## src/rtl/gs_pkg.sv

```systemverilog
// Package for the Gauss-Seidel solver: payload structs, codes, state encoding
// and the controller/datapath command and status structs.
// Depends on nothing.
package gs_pkg;

    localparam int unsigned MaxUnknownsDefault = 16;
    localparam int unsigned ResetSize          = 16;
    localparam int unsigned ResetSweeps        = 100;
    localparam int unsigned QuoWidth           = 64;

    typedef enum logic [1:0] {
        CMD_LOAD_COEF  = 2'd0,
        CMD_LOAD_RHS   = 2'd1,
        CMD_LOAD_GUESS = 2'd2,
        CMD_SOLVE      = 2'd3
    } t_cmd;

    localparam logic [1:0] REG_SIZE  = 2'd0;
    localparam logic [1:0] REG_SWEEP = 2'd1;
    localparam logic [1:0] REG_TOL   = 2'd2;

    typedef struct packed {
        logic [1:0]         cmd;
        logic [3:0]         row;
        logic [3:0]         col;
        logic signed [31:0] value;
    } t_in_beat;

    typedef struct packed {
        logic [3:0]         index;
        logic signed [31:0] solution;
        logic [9:0]         sweeps_done;
        logic               converged;
        logic               zero_pivot;
        logic               last;
    } t_out_beat;

    typedef enum logic [3:0] {
        ST_IDLE,
        ST_PIVOT_RD,
        ST_PIVOT_CHK,
        ST_ROW_START,
        ST_ROW_RD,
        ST_MUL,
        ST_ACC,
        ST_DIV,
        ST_STORE,
        ST_SWEEP_END,
        ST_EMIT_RD,
        ST_EMIT
    } t_state;

    // Commands from the controller to the datapath.
    typedef struct packed {
        logic       rd_diag;    // read diagonal i for the pivot scan
        logic       chk_diag;   // test read diagonal against zero
        logic       row_init;   // acc := b[i] << 16, read diagonal and x[i]
        logic       rd_term;    // read A[i][j] and x[j]
        logic       mul;        // register product
        logic       acc;        // subtract product
        logic       div_start;
        logic       store;      // write x[i] and add step squared to norm
        logic       norm_clr;
        logic       rd_emit;    // read x[i] for output
        logic [5:0] i;
        logic [5:0] j;
    } t_dp_cmd;

    typedef struct packed {
        logic  diag_zero;
        logic  div_busy;
        logic  conv;
    } t_dp_stat;

endpackage

```

## src/rtl/gs_controller.sv

```systemverilog
// Controller: sequences pivot scan, sweeps, row terms and result emission.
// Depends on gs_pkg.
module gs_controller
    import gs_pkg::*;
#(
    parameter int unsigned MAX_UNKNOWNS = MaxUnknownsDefault
) (
    input  logic        i_clk,
    input  logic        i_rst_n,
    input  logic        i_solve,
    input  logic [4:0]  i_size,
    input  logic [9:0]  i_max_sweeps,
    input  t_dp_stat    i_stat,
    input  logic        i_out_stall,
    output logic        o_busy,
    output t_dp_cmd     o_cmd,
    output logic        o_out_valid,
    output logic [5:0]  o_index,
    output logic [9:0]  o_sweeps,
    output logic        o_conv,
    output logic        o_zp,
    output logic        o_last
);

    t_state      r_state, n_state;
    logic [5:0]  r_i, n_i, r_j, n_j, r_n, n_n;
    logic [9:0]  r_sw, n_sw;
    logic        r_conv, n_conv, r_zp, n_zp;
    logic [6:0]  w_sz;

    assign w_sz = (7'(i_size) > 7'(MAX_UNKNOWNS)) ? 7'(MAX_UNKNOWNS) : 7'(i_size);

    always_ff @(posedge i_clk) begin
        if (!i_rst_n) begin
            r_state <= ST_IDLE;
        end else begin
            r_state <= n_state;
        end
        r_i <= n_i; r_j <= n_j; r_n <= n_n;
        r_sw <= n_sw; r_conv <= n_conv; r_zp <= n_zp;
    end

    always_comb begin
        n_state = r_state;
        n_i = r_i; n_j = r_j; n_n = r_n;
        n_sw = r_sw; n_conv = r_conv; n_zp = r_zp;
        o_cmd = '0;
        o_cmd.i = r_i;
        o_cmd.j = r_j;
        o_out_valid = 1'b0;
        case (r_state)
            ST_IDLE: begin
                if (i_solve && w_sz != 7'd0) begin
                    n_n = 6'(w_sz - 7'd1);
                    n_i = '0; n_sw = '0; n_conv = 1'b0; n_zp = 1'b0;
                    n_state = ST_PIVOT_RD;
                end
            end
            ST_PIVOT_RD: begin
                o_cmd.rd_diag = 1'b1;
                n_state = ST_PIVOT_CHK;
            end
            ST_PIVOT_CHK: begin
                if (i_stat.diag_zero) n_zp = 1'b1;
                if (r_i == r_n) begin
                    n_i = '0;
                    n_state = (i_max_sweeps == 10'd0) ? ST_EMIT_RD : ST_SWEEP_END;
                end else begin
                    n_i = r_i + 6'd1;
                    n_state = ST_PIVOT_RD;
                end
            end
            ST_SWEEP_END: begin
                // Decide whether another sweep runs.
                if (r_conv || r_sw >= i_max_sweeps) begin
                    n_i = '0;
                    n_state = ST_EMIT_RD;
                end else begin
                    o_cmd.norm_clr = 1'b1;
                    n_i = '0;
                    n_state = ST_ROW_START;
                end
            end
            ST_ROW_START: begin
                o_cmd.row_init = 1'b1;
                n_j = '0;
                n_state = ST_ROW_RD;
            end
            ST_ROW_RD: begin
                // The diagonal term is skipped; the divide starts only from ST_STORE, so
                // that the seeded accumulator and diagonal have settled.
                if (r_j == r_i) begin
                    n_j = r_j + 6'd1;
                    if (r_j == r_n) begin
                        n_state = ST_STORE;
                    end
                end else begin
                    o_cmd.rd_term = 1'b1;
                    n_state = ST_MUL;
                end
            end
            ST_MUL: begin
                o_cmd.mul = 1'b1;
                n_state = ST_ACC;
            end
            ST_ACC: begin
                o_cmd.acc = 1'b1;
                n_j = r_j + 6'd1;
                n_state = ST_ROW_RD;
                if (r_j == r_n) begin
                    n_state = ST_STORE;
                end
            end
            ST_STORE: begin
                o_cmd.div_start = 1'b1;
                n_state = ST_DIV;
            end
            ST_DIV: begin
                if (!i_stat.div_busy) begin
                    o_cmd.store = 1'b1;
                    if (r_i == r_n) begin
                        n_sw = r_sw + 10'd1;
                        n_state = ST_SWEEP_END;
                        n_conv = 1'b0;
                    end else begin
                        n_i = r_i + 6'd1;
                        n_state = ST_ROW_START;
                    end
                end
            end
            ST_EMIT_RD: begin
                o_cmd.rd_emit = 1'b1;
                n_state = ST_EMIT;
            end
            ST_EMIT: begin
                o_out_valid = 1'b1;
                if (!i_out_stall) begin
                    if (r_i == r_n) begin
                        n_state = ST_IDLE;
                    end else begin
                        n_i = r_i + 6'd1;
                        n_state = ST_EMIT_RD;
                    end
                end
            end
            default: n_state = ST_IDLE;
        endcase
        // The norm register is final in the cycle after the last store.
        if (r_state == ST_SWEEP_END && r_sw != 10'd0 && i_stat.conv) begin
            n_conv = 1'b1;
            n_i = '0;
            n_state = ST_EMIT_RD;
            o_cmd.norm_clr = 1'b0;
        end
    end

    assign o_busy   = (r_state != ST_IDLE);
    assign o_index  = r_i;
    assign o_sweeps = r_sw;
    assign o_conv   = r_conv;
    assign o_zp     = r_zp;
    assign o_last   = (r_i == r_n);

endmodule

```

## config.mk

```make
export PLATFORM = sky130hd
export DESIGN_NAME = gs_controller
export DESIGN_NICKNAME = d
export VERILOG_FILES = /design/src/rtl/gs_pkg.sv /design/src/rtl/gs_controller.sv
export SDC_FILE = /design/constraint.sdc
export NUM_CORES = 1
export LEC_CHECK = 0
export ABC_AREA = 1
export BUFFER_PORTS_ARGS = -buffer_cell sky130_fd_sc_hd__buf_2
export CAP_MARGIN = 30
export CORE_MARGIN = 5
export CORE_UTILIZATION = 60
export CTS_BUF_LIST = sky130_fd_sc_hd__clkbuf_4
export CTS_CLUSTER_SIZE = 8
export DETAILED_ROUTE_END_ITERATION = 8
export PLACE_DENSITY = 0.95
export SLEW_MARGIN = 20
export SYNTH_ARGS = -nofsm -noshare
export SYNTH_HDL_FRONTEND = slang
export SYNTH_SLANG_ARGS = --single-unit
```

## constraint.sdc

```tcl
create_clock -name i_clk -period 3.18 [get_ports i_clk]
set_input_delay 0.477 -clock i_clk [delete_from_list [all_inputs] [get_ports i_clk]]
set_output_delay 0.477 -clock i_clk [all_outputs]
set_load 0.05 [all_outputs]
```

Word-level counts from Yosys, hierarchy flattened
Cells that the tools add are included.
Cells by class
  reduce and logical (&&, ||, !) cells: 21
  order comparisons: 2
  muxes and demuxes: 46
  bitwise logic cells: 1
  equality and inequality tests: 25
  add/sub/neg operators: 4
Operator list (number)
  4-bit one-hot mux with 12 select lines: 1
  4-bit two-way mux: 11
  6-bit two-way mux: 6
  10-bit two-way mux: 3
  6-bit one-hot mux with 5 select lines: 1
  10-bit one-hot mux with 2 select lines: 1
  6-bit == test: 3
  1-bit two-way mux: 18
  6-bit one-hot mux with 3 select lines: 1
  4-bit by 3-bit == test with 1-bit output (second input constant): 4
  4-bit == test (second input constant): 4
  4-bit AND reduction: 4
  6-bit by 1-bit adder with 6-bit output (second input constant): 2
  2-bit inequality test (second input constant): 6
  3-bit inequality test (second input constant): 4
  10-bit by 1-bit adder with 10-bit output (second input constant): 1
  10-bit greater-or-equal comparator: 1
  10-bit zero test: 1
  10-bit nonzero test: 1
  4-bit by 2-bit == test with 1-bit output (second input constant): 2
  7-bit nonzero test: 1
  5-bit by 1-bit subtractor with 6-bit output (second input constant): 1
  5-bit greater-than comparator (second input constant): 1
  5-bit two-way mux: 1
  15 further kinds: 20
Word-level totals
  input bits: 22
  logic and storage cells: 107
  output and inout bits: 43
  bits in registers: 34

Depth between registers and ports, before layout
Gate-level depths: netlist of the first run.
  word-level depth: 7
  depth in mapped cells: 14
  depth with buffers taken out: 14

Worst setup path before layout of the first run
OpenSTA, ideal clock, no wires.
  path kind: register to output
  start point: register r_sw[0] (netlist: o_sweeps[0])
  end point: output port o_cmd[13] in the netlist's numbering
  data required time: 2703 ps
  cell stages (with the launch flop): 10
  path buffers: 0
  data arrival time: 2123 ps
  path slack: 580 ps
  cells stage by stage: edfxtp_1 > inv_1 > ha_1 > inv_1 > nand2_1 > nand2_1 > nand2_1 > nand3_1 > nand4_1 > nor2_1
RTL lines
  from (decl): line gs_controller.sv:27  | logic [9:0] r_sw, n_sw;
  from (signal assigned): line gs_controller.sv:40  | r_sw <= n_sw; r_conv <= n_conv; r_zp <= n_zp;
  to (decl): line gs_controller.sv:16  | output t_dp_cmd o_cmd,

==> results.toml, run 1 <==
[status]
status = "completed"

[logic_synthesis]
syn_nets = 445
synthCells = 407
syn_area_per_cell_um2 = 6.77
synth-seq-cells = 34
yosysWarnings = 0
ys_types = 33
ys_seq_area_frac = 0.330
syn_area_mm2 = 0.00276

[floorplanning]
dieArea_mm2 = 0.00605
core_area_mm2 = 0.00441
initial_utilization = 0.624
row_count = 24
dieWidth_um = 77.8
die_y_um = 77.8
ioPinCount = 65

[global_route]
overflow = 0
antenna_found_initial = 0
grt_pass1_wl_mm = 11.3
grt_pass1_vias = 2596
grt_max_degree = 13
grt_use_total = 0.230

[clocking]
postCtsResizedCells = 0
numCtsBuffers = 5
clk_pin_slew_ps = 110
cts_tree = "done"
cts_buffer_depth = 2
insertion_delay_ps = 350
clockRootBuffer = "clkbuf_4"
h-tree-depth = 2
cts_sinks = 34
hold_buffers = 0
post_cts_buffers = 0

[hold_path]
hp-class = "primary input to register"
hp-start = "i_rst_n"

[final_layout]
diodes = 0
syn2layout_area_growth_pct = 13.4
final_common_cell = "nand2_1"
fillers = 342
multi_input_area_mm2 = 0.00148
seq_area_um2 = 911
final_cell_mix = "nand2_1, inv_1, buf_2, nor2_1, edfxtp_1"
nets = 506
layout-drive-gt1-share = 0.198

[timing]
setup_violations = 0
holdWs_ps = 377
fmax_ghz = 0.385
worstMarginPinSlew_ps = 802
drv_slew = 0
post-route-period-util = 0.817
fin_skew_ps = 14.2
post-route-min-period_ps = 2600
relSlewSlack = 0.464
hold_violations = 0
setup_tns_ps = 0
rsz0062_at_grt = "no"

[setup_path]
worstSetupPathType = "register to primary output"
cp_max_fo = 9
startpoint = "o_sweeps[7]"
cp_data_arrival_time_ps = 2120
rr_startpoint = "o_index[2]"
cp.required_ps = 2700
worst_setup_path_start_kind = "register"
cp-end-kind = "primary output"

[power]
irDropWorstVdd_mv = 0.367
leakage_nw = 1.71
power_density_mw_per_mm2 = 517

[detailed_routing]
ant_nets = 0
drt_iter0_drc = 215
firstDrtPassIters = 5
via_count = 2806
drc_errors = 0
wl_mm = 6.83
routedWlPerCell_um = 13.1
viasPerCell = 5.39

[place]
io_buffers = 63
gp_congestion = 0.890
dp_hpwl_mm = 5.61

[run]
drv_cap = 0
[power by group]
group | internal (mW) | switching (mW)
logic | 0.189 | 0.539
registers | 0.561 | 0.0879
clock network | 0.0914 | 0.147
total | 0.842 | 0.774
[final cells by class]
class / count / share of cell area
Clock buffer: 6 / 0.0144
Clock inverter: 2 / 0.00280
Inverter: 80 / 0.0961
Multi-Input combinational cell: 284 / 0.474
Sequential cell: 34 / 0.291
Tap cell: 52 / 0.0208
Timing Repair Buffer: 63 / 0.101
[logic make-up after synthesis]
group                      synth area share
and+or+nand+nor                       0.351
buffers and inverters                 0.133
AOI/OAI and AO/OA                    0.0958
DFF                                   0.330
adders and majority gates            0.0726
xor gates and xnor gates             0.0159
other                               0.00136
[worst max-delay path, cell delays in order (launching register included)]
cell and delay (ps):
edfxtp_1 540, ha_1 350, nand2_1 80, a21oi_1 60
nor2_1 160, nand4_1 170, nor2_1 140, buf_2 270
[state kept, by name, summed over array words and instances (netlist names)]
register / count
r_n: 6
o_conv: 1
o_index: 6
r_j: 6
o_zp: 1
r_state: 4
o_sweeps: 10
[cell usage after synthesis, drive strengths merged]
cell type,n,share of area
o21bai,1,0.0027
nor3b,2,0.0054
o21ai,14,0.028
nand4,6,0.014
nand3,19,0.039
dfxtp,11,0.080
a21oi,21,0.038
nor2,54,0.086
nor3,8,0.016
buf,9,0.024
nand2,125,0.18
inv,80,0.11
o2111ai,6,0.019
conb,1,0.0014
nor4,3,0.0091
a31oi,1,0.0023
nand3b,1,0.0027
ha,16,0.073
xor2,5,0.016
edfxtp,23,0.25
o21a,1,0.0054
[worst paths after layout]
path            endpoint  slack [ps]  cells after the start
max            o_cmd[13]         580                      7
min           r_state[1]         380                      3
max reg2reg  o_sweeps[1]        1000                      8
min reg2reg       o_conv         540                      2
[layer usage]
| layer | up-vias | GRT usage | wire (µm) |
|---|---|---|---|
| li1 | 1405 | - | - |
| met1 | 1250 | 0.293 | 2900 |
| met2 | 133 | 0.370 | 3230 |
| met3 | 18 | 0.0509 | 528 |
| met4 | 0 | 0.103 | 165 |
| met5 | - | 0 | 0 |
[per-stage QoR]
stage / cell area [µm²] / utilization / instances / setup slack [ps] / power (mW)
2_1_floorplan: 2760 / - / 407 / 580 / 1.21
3_3_place_gp: 3070 / 0.696 / 513 / 718 / 1.35
3_5_place_dp: 3070 / 0.696 / 513 / 496 / 1.38
4_1_cts: 3130 / 0.708 / 521 / 595 / 1.61
5_1_grt: 3130 / 0.708 / 521 / 411 / 1.72
6_report: 3130 / 0.708 / 521 / 581 / 1.62
No activity file was read; power rests on OpenSTA's default activity.
==> run 2, diff against run 1 <==
--- a/config.mk
+++ b/config.mk
@@ -5,15 +5,15 @@
 export SDC_FILE = /design/constraint.sdc
 export NUM_CORES = 1
 export LEC_CHECK = 0
-export ABC_AREA = 1
+export ABC_AREA = 0
 export BUFFER_PORTS_ARGS = -buffer_cell sky130_fd_sc_hd__buf_2
 export CAP_MARGIN = 30
 export CORE_MARGIN = 5
-export CORE_UTILIZATION = 60
+export CORE_UTILIZATION = 55
 export CTS_BUF_LIST = sky130_fd_sc_hd__clkbuf_4
 export CTS_CLUSTER_SIZE = 8
 export DETAILED_ROUTE_END_ITERATION = 8
-export PLACE_DENSITY = 0.95
+export PLACE_DENSITY = 0.92
 export SLEW_MARGIN = 20
 export SYNTH_ARGS = -nofsm -noshare
 export SYNTH_HDL_FRONTEND = slang
==> constraint.sdc (replaced) <==
create_clock -name i_clk -period 2.7 [get_ports i_clk]
set_input_delay 0.405 -clock i_clk [delete_from_list [all_inputs] [get_ports i_clk]]
set_output_delay 0.405 -clock i_clk [all_outputs]
set_load 0.05 [all_outputs]
==> run 2 against run 1 <==
  * The run now ends with negative setup slack left
  * Critical path depth is 1 higher
  * Area after synthesis decreased by 7.9%
  * Final cell count shrank 23%
  * Largest power group unchanged
==> results.toml, run 2 <==
[floorplanning]
ioPinCount = 65
initial_utilization = 0.575
dieWidth_um = 77.9
dieArea_mm2 = 0.00607
die_y_um = 77.9
row_count = 24
core_area_mm2 = 0.00441

[global_route]
grt_pass1_vias = 2157
grt_pass1_wl_mm = 10.1
grt_max_degree = 20
overflow = 0
grt_use_total = 0.205
antenna_found_initial = 0

[detailed_routing]
viasPerCell = 5.82
wl_mm = 6.30
routedWlPerCell_um = 15.7
via_count = 2341
drc_errors = 0
firstDrtPassIters = 5
ant_nets = 0
drt_iter0_drc = 337

[clocking]
numCtsBuffers = 5
cts_sinks = 34
clockRootBuffer = "clkbuf_4"
insertion_delay_ps = 350
cts_tree = "done"
clk_pin_slew_ps = 110
cts_buffer_depth = 2
h-tree-depth = 2

[status]
failed_checks = "negative setup slack"
status = "finished with violations"

[final_layout]
layout-drive-gt1-share = 0.289
nets = 387
diodes = 0
seq_area_um2 = 911
largest_register_ffs = 10
fillers = 327
final_cell_mix = "buf_2, nor2_1, edfxtp_1, inv_1, nand2_1"
syn2layout_area_growth_pct = 18.3
finalNonFillerCells = 402
final_common_cell = "buf_2"
multi_input_area_mm2 = 0.00147

[logic_synthesis]
synthCells = 283
synth-seq-cells = 34
yosys.cell_count.top_type = "nor2_1"
synthTopCellsByArea = "edfxtp_1, dfxtp_1, ha_1"
ys_types = 53
synth_top_flop_cell = "edfxtp_1"
yosys.area.top_type_share = 0.272
yosysWarnings = 0
yosysTopAreaCell = "edfxtp_1"
synth-edff-count = 23
syn_area_mm2 = 0.00254
syn_nets = 321
async_flop_share = 0
ys_seq_area_frac = 0.359
ys_top_cells_by_count = "nor2_1, edfxtp_1, inv_1"
syn_area_per_cell_um2 = 8.97

[setup_path]
r2r_slack_ps = 370
cp_data_arrival_time_ps = 2450
cp-end-kind = "primary output"
worstSetupPathType = "register to primary output"
r2r_end = "r_state[3]"
r2r_cells = 7
cp_max_fo = 2
cp.required_ps = 2300
rr_startpoint = "o_sweeps[3]"
worst_setup_path_start_kind = "register"

[timing]
fin_skew_ps = 7.86
drv_slew = 0
hold_violations = 0
relSlewSlack = 0.567
rsz0062_at_grt = "yes"
setup_violations = 1
worst_slack_ps = -155
fmax_ghz = 0.350
post-route-min-period_ps = 2850
post-route-period-util = 1.06
worstMarginPinSlew_ps = 645

[hold_path]
hold_depth = 3
min_to = "r_state[3]"
hp-start = "i_rst_n"
hp-class = "primary input to register"

[power]
power.total_mw = 2.50
irDropWorstVdd_mv = 0.557
power_density_mw_per_mm2 = 833
leakage_nw = 1.28

[place]
dp_cells = 391
dp_hpwl_mm = 4.78
gp_congestion = 0.931
io_buffers = 63

[run]
drv_cap = 0
-- run 2: cell count changes in the layout (fill, tap and decap cells not counted), moves of 4 or more --
| cell | change |
|---|---|
| a21oi_1 | -7 |
| buf_4 | +12 |
| inv_1 | -54 |
| inv_2 | -4 |
| nand2_1 | -101 |
| nand2_2 | -4 |
| nand3_1 | -6 |
| nor2_1 | -19 |
| o2111ai_1 | -6 |
| o21ai_0 | +6 |
| or3_1 | +6 |
| xnor2_1 | +17 |
| xor2_1 | +9 |
-- run 2: where the power goes --
group / switching [mW] / internal, mW / leakage, nW
combinational: 0.921 / 0.439 / 0.939
clock: 0.178 / 0.0966 / 0.0286
sequential: 0.167 / 0.700 / 0.310
-- run 2: routing by layer --
| metal | GRT usage | share of wire |
|---|---|---|
| met1 | 0.255 | 0.40 |
| met4 | 0.0693 | 0.020 |
| met2 | 0.342 | 0.49 |
| met3 | 0.0544 | 0.088 |
| met5 | 0 | 0 |
-- run 2: logic make-up after synthesis --
family                     Yosys count  synth area share
and+or+nand+nor                    109             0.223
AOI/OAI and AO/OA                   51             0.146
buffers and inverters               38            0.0730
DFF                                 34             0.359
xor gates and xnor gates            31             0.107
adders and majority gates           16            0.0789
muxes                                3            0.0118
other                                1           0.00148
-- run 2: final cells by class --
cell class | count | area share
multi-input combinational | 211 | 0.491
sequential | 34 | 0.303
timing repair buffer | 75 | 0.138
inverter | 22 | 0.0275
tap | 52 | 0.0217
clock buffer | 5 | 0.0125
clock inverter | 3 | 0.00542
-- run 2: worst max-delay path by stage --
stage	from	end	slack, ps	depth (start not counted)
finish	o_sweeps[3]	o_cmd[13]	-150	8
global route	o_sweeps[3]	o_cmd[13]	-260	8
CTS	o_sweeps[3]	o_cmd[13]	-90	8
detailed placement	i_max_sweeps[3]	o_cmd[13]	30	10
global placement	i_max_sweeps[3]	o_cmd[13]	80	10
floorplan	o_sweeps[3]	o_cmd[13]	-20	7
-- run 2: worst max-delay path: stages (launching register included) --
cell      delay (ps)
edfxtp_1         460
ha_4             270
a211o_1          270
a21oi_2          140
o21a_1           140
o211ai_1         150
or3_4            440
nor2_4           100
buf_8            150
-- run 2: repair_timing --
action | CTS | global route
pin swaps | 0 | 4
hold buffers | 0 | 0
endpoints found under the setup margin | 1 | 1
buffers inserted | 0 | 3
gates resized for setup | 4 | 2
-- run 2: through the flow --
| stage | setup WS (ps) | instance area, µm² | hold WS, ps | utilization | TNS (ps) |
|---|---|---|---|---|---|
| 3_5_place_dp | 25.2 | 2890 | 496 | 0.656 | 0 |
| 4_1_cts | -89.1 | 2960 | 306 | 0.671 | -89.1 |
| 2_1_floorplan | -22.1 | 2550 | 540 | - | -22.1 |
| 3_3_place_gp | 78.4 | 2890 | 480 | 0.656 | 0 |
| 5_1_grt | -264 | 3000 | 331 | 0.680 | -294 |
| 6_report | -155 | 3000 | 331 | 0.680 | -155 |
==> run 3, diff against run 2 <==
--- a/config.mk
+++ b/config.mk
@@ -14,6 +14,7 @@
 export CTS_CLUSTER_SIZE = 8
 export DETAILED_ROUTE_END_ITERATION = 8
 export PLACE_DENSITY = 0.92
+export SETUP_SLACK_MARGIN = 0.2
 export SLEW_MARGIN = 20
 export SYNTH_ARGS = -nofsm -noshare
 export SYNTH_HDL_FRONTEND = slang
==> run 3 against run 2 <==
  * The flow still finishes with violations (negative setup slack)
  * Global-route usage up 1.1 points
  * Via count up 3.5%
  * Critical path depth up 7
  * Final cell count up 3.2%
  * First-iteration DRC count down 1.5%
  * Maximum frequency up 4.1%
  * Core utilization up 3.5 points
  * Setup slack better by 110 ps
  * Design area up 5.2%
  * Largest cell class unchanged
==> results.toml, run 3 (same netlist as run 2, synthesis figures left out) <==
[status]
status = "finished with violations"
failed_checks = "negative setup slack"

[final_layout]
diodes = 0
finish.instance_area_mm2 = 0.00316
layout-drive-gt1-share = 0.325
largest_register_ffs = 10
nets = 400
final_common_cell = "buf_2"
final_cell_mix = "buf_2, nor2_1, edfxtp_1, inv_1, buf_4"
syn2layout_area_growth_pct = 24.4

[setup_path]
worst_setup_path_start_kind = "register"
cp_data_arrival_time_ps = 2950
critPathMaxStageDelay_ps = 450
worstSetupPathType = "register to register"
crit_top_cell = "buf_6"
cp.required_ps = 2910
r2r_slack_ps = -40
cpLargestDelayFamily = "compound AO/OA/AOI/OAI gates"
crit_chain = "ha_4, a211o_1, a21oi_2, o21a_1, o211ai_1, buf_4, buf_4, buf_6, buf_6, buf_6, buf_6, buf_6, buf_6, a221oi_2, a311oi_1"
cp-end-kind = "register"
worstPathBufferInverterCount = 8
cp_max_fo = 2
crit_slowest_cell = "edfxtp_1"

[floorplanning]
row_count = 24
die_y_um = 77.9
ioPinCount = 65
dieArea_mm2 = 0.00607
core_area_mm2 = 0.00441
dieWidth_um = 77.9
initial_utilization = 0.575

[global_route]
grt.met1_usage = 0.272
antenna_found_initial = 0
use_met3 = 0.0521
grt_util_met2 = 0.358
grt_pass1_wl_mm = 10.9
overflow = 0
grt_use_total = 0.216
grt_pass1_vias = 2354
grt_max_degree = 15
grt.busiest_layer = "met2"

[clocking]
clk_pin_slew_ps = 110
cts_buffer_depth = 2
numCtsBuffers = 5
insertion_delay_ps = 330
clockRootBuffer = "clkbuf_4"
hold_buffers = 0
h-tree-depth = 2
cts_sinks = 34
cts_tree = "done"

[power]
irDropWorstVdd_mv = 0.728
leakage_nw = 1.35
power_density_mw_per_mm2 = 835
power.total_mw = 2.63

[detailed_routing]
via_count = 2423
viasPerCell = 5.84
wl_mm = 6.76
drc_errors = 0
ant_nets = 0
routedWlPerCell_um = 16.3
firstDrtPassIters = 6
drt_iter0_drc = 332

[timing]
relSlewSlack = 0.553
rsz0062_at_grt = "yes"
holdWs_ps = 361
post-route-min-period_ps = 2740
worstMarginPinSlew_ps = 670
fmax_ghz = 0.365
fin_skew_ps = 6.29
hold_violations = 0
setup_tns_ps = -82.2
worst_slack_ps = -41.4
post-route-period-util = 1.02
drv_slew = 0
setup_violations = 2

[place]
dpl_cell_area_mm2 = 0.00293
dp_hpwl_mm = 4.85
gp_congestion = 0.925
io_buffers = 63
place_ws_ps = 116

[hold_path]
hp-class = "primary input to register"

[run]
drv_cap = 0
-- run 3: cell types whose count changed in the layout (fill, tap and decap cells not counted) --
cell      delta
buf_6        +6
clkbuf_4     +1
ha_1         -1
nor4_2       +2
ha_4         +1
nor2_4       +1
or3b_4       +1
nor2_2       -1
or3b_1       -1
buf_4        +7
buf_2        -1
nor4_1       -2
-- run 3: repair_timing --
item / 4_1_cts / 5_1_grt
pin swaps: 5 / 4
endpoints found under the setup margin: 1 / 3
gates resized for setup: 9 / 7
buffers inserted: 9 / 4
-- run 3: layout make-up --
type / count / area [µm²]
inverters: 22 / 82.6
clock buffers: 5 / 37.5
multi-input cells: 211 / 1510
repair buffers: 88 / 538
well taps: 52 / 65.1
clock inverters: 3 / 16.3
fillers: 303 / 1260
flip-flops and latches: 34 / 911
-- run 3: final timing paths --
kind	start	end	cells after the start
max	o_sweeps[3]	r_state[3]	15
min reg2reg	o_conv	o_conv	2
min	i_stat[2]	o_zp	2
max reg2reg	o_sweeps[3]	r_state[3]	15
-- run 3: metrics by stage --
| step | util | instances |
|---|---|---|
| finish | 0.715 | 415 |
| global route | 0.715 | 415 |
| CTS | 0.700 | 411 |
| detailed placement | 0.663 | 394 |
| global placement | 0.663 | 394 |
| floorplan | - | 283 |
-- run 3: per-layer routing --
layer / wire (µm) / vias up
li1: - / 1158
met1: 2730 / 1127
met2: 3320 / 123
met3: 567 / 15
met4: 144 / 0
met5: 0 / -
-- run 3: power breakdown --
part	leakage [nW]	internal, mW	total, mW	switching [mW]
combinational	1.01	0.527	1.52	0.994
clock	0.0286	0.0969	0.279	0.182
sequential	0.310	0.700	0.835	0.134
total	1.35	1.32	2.63	1.31
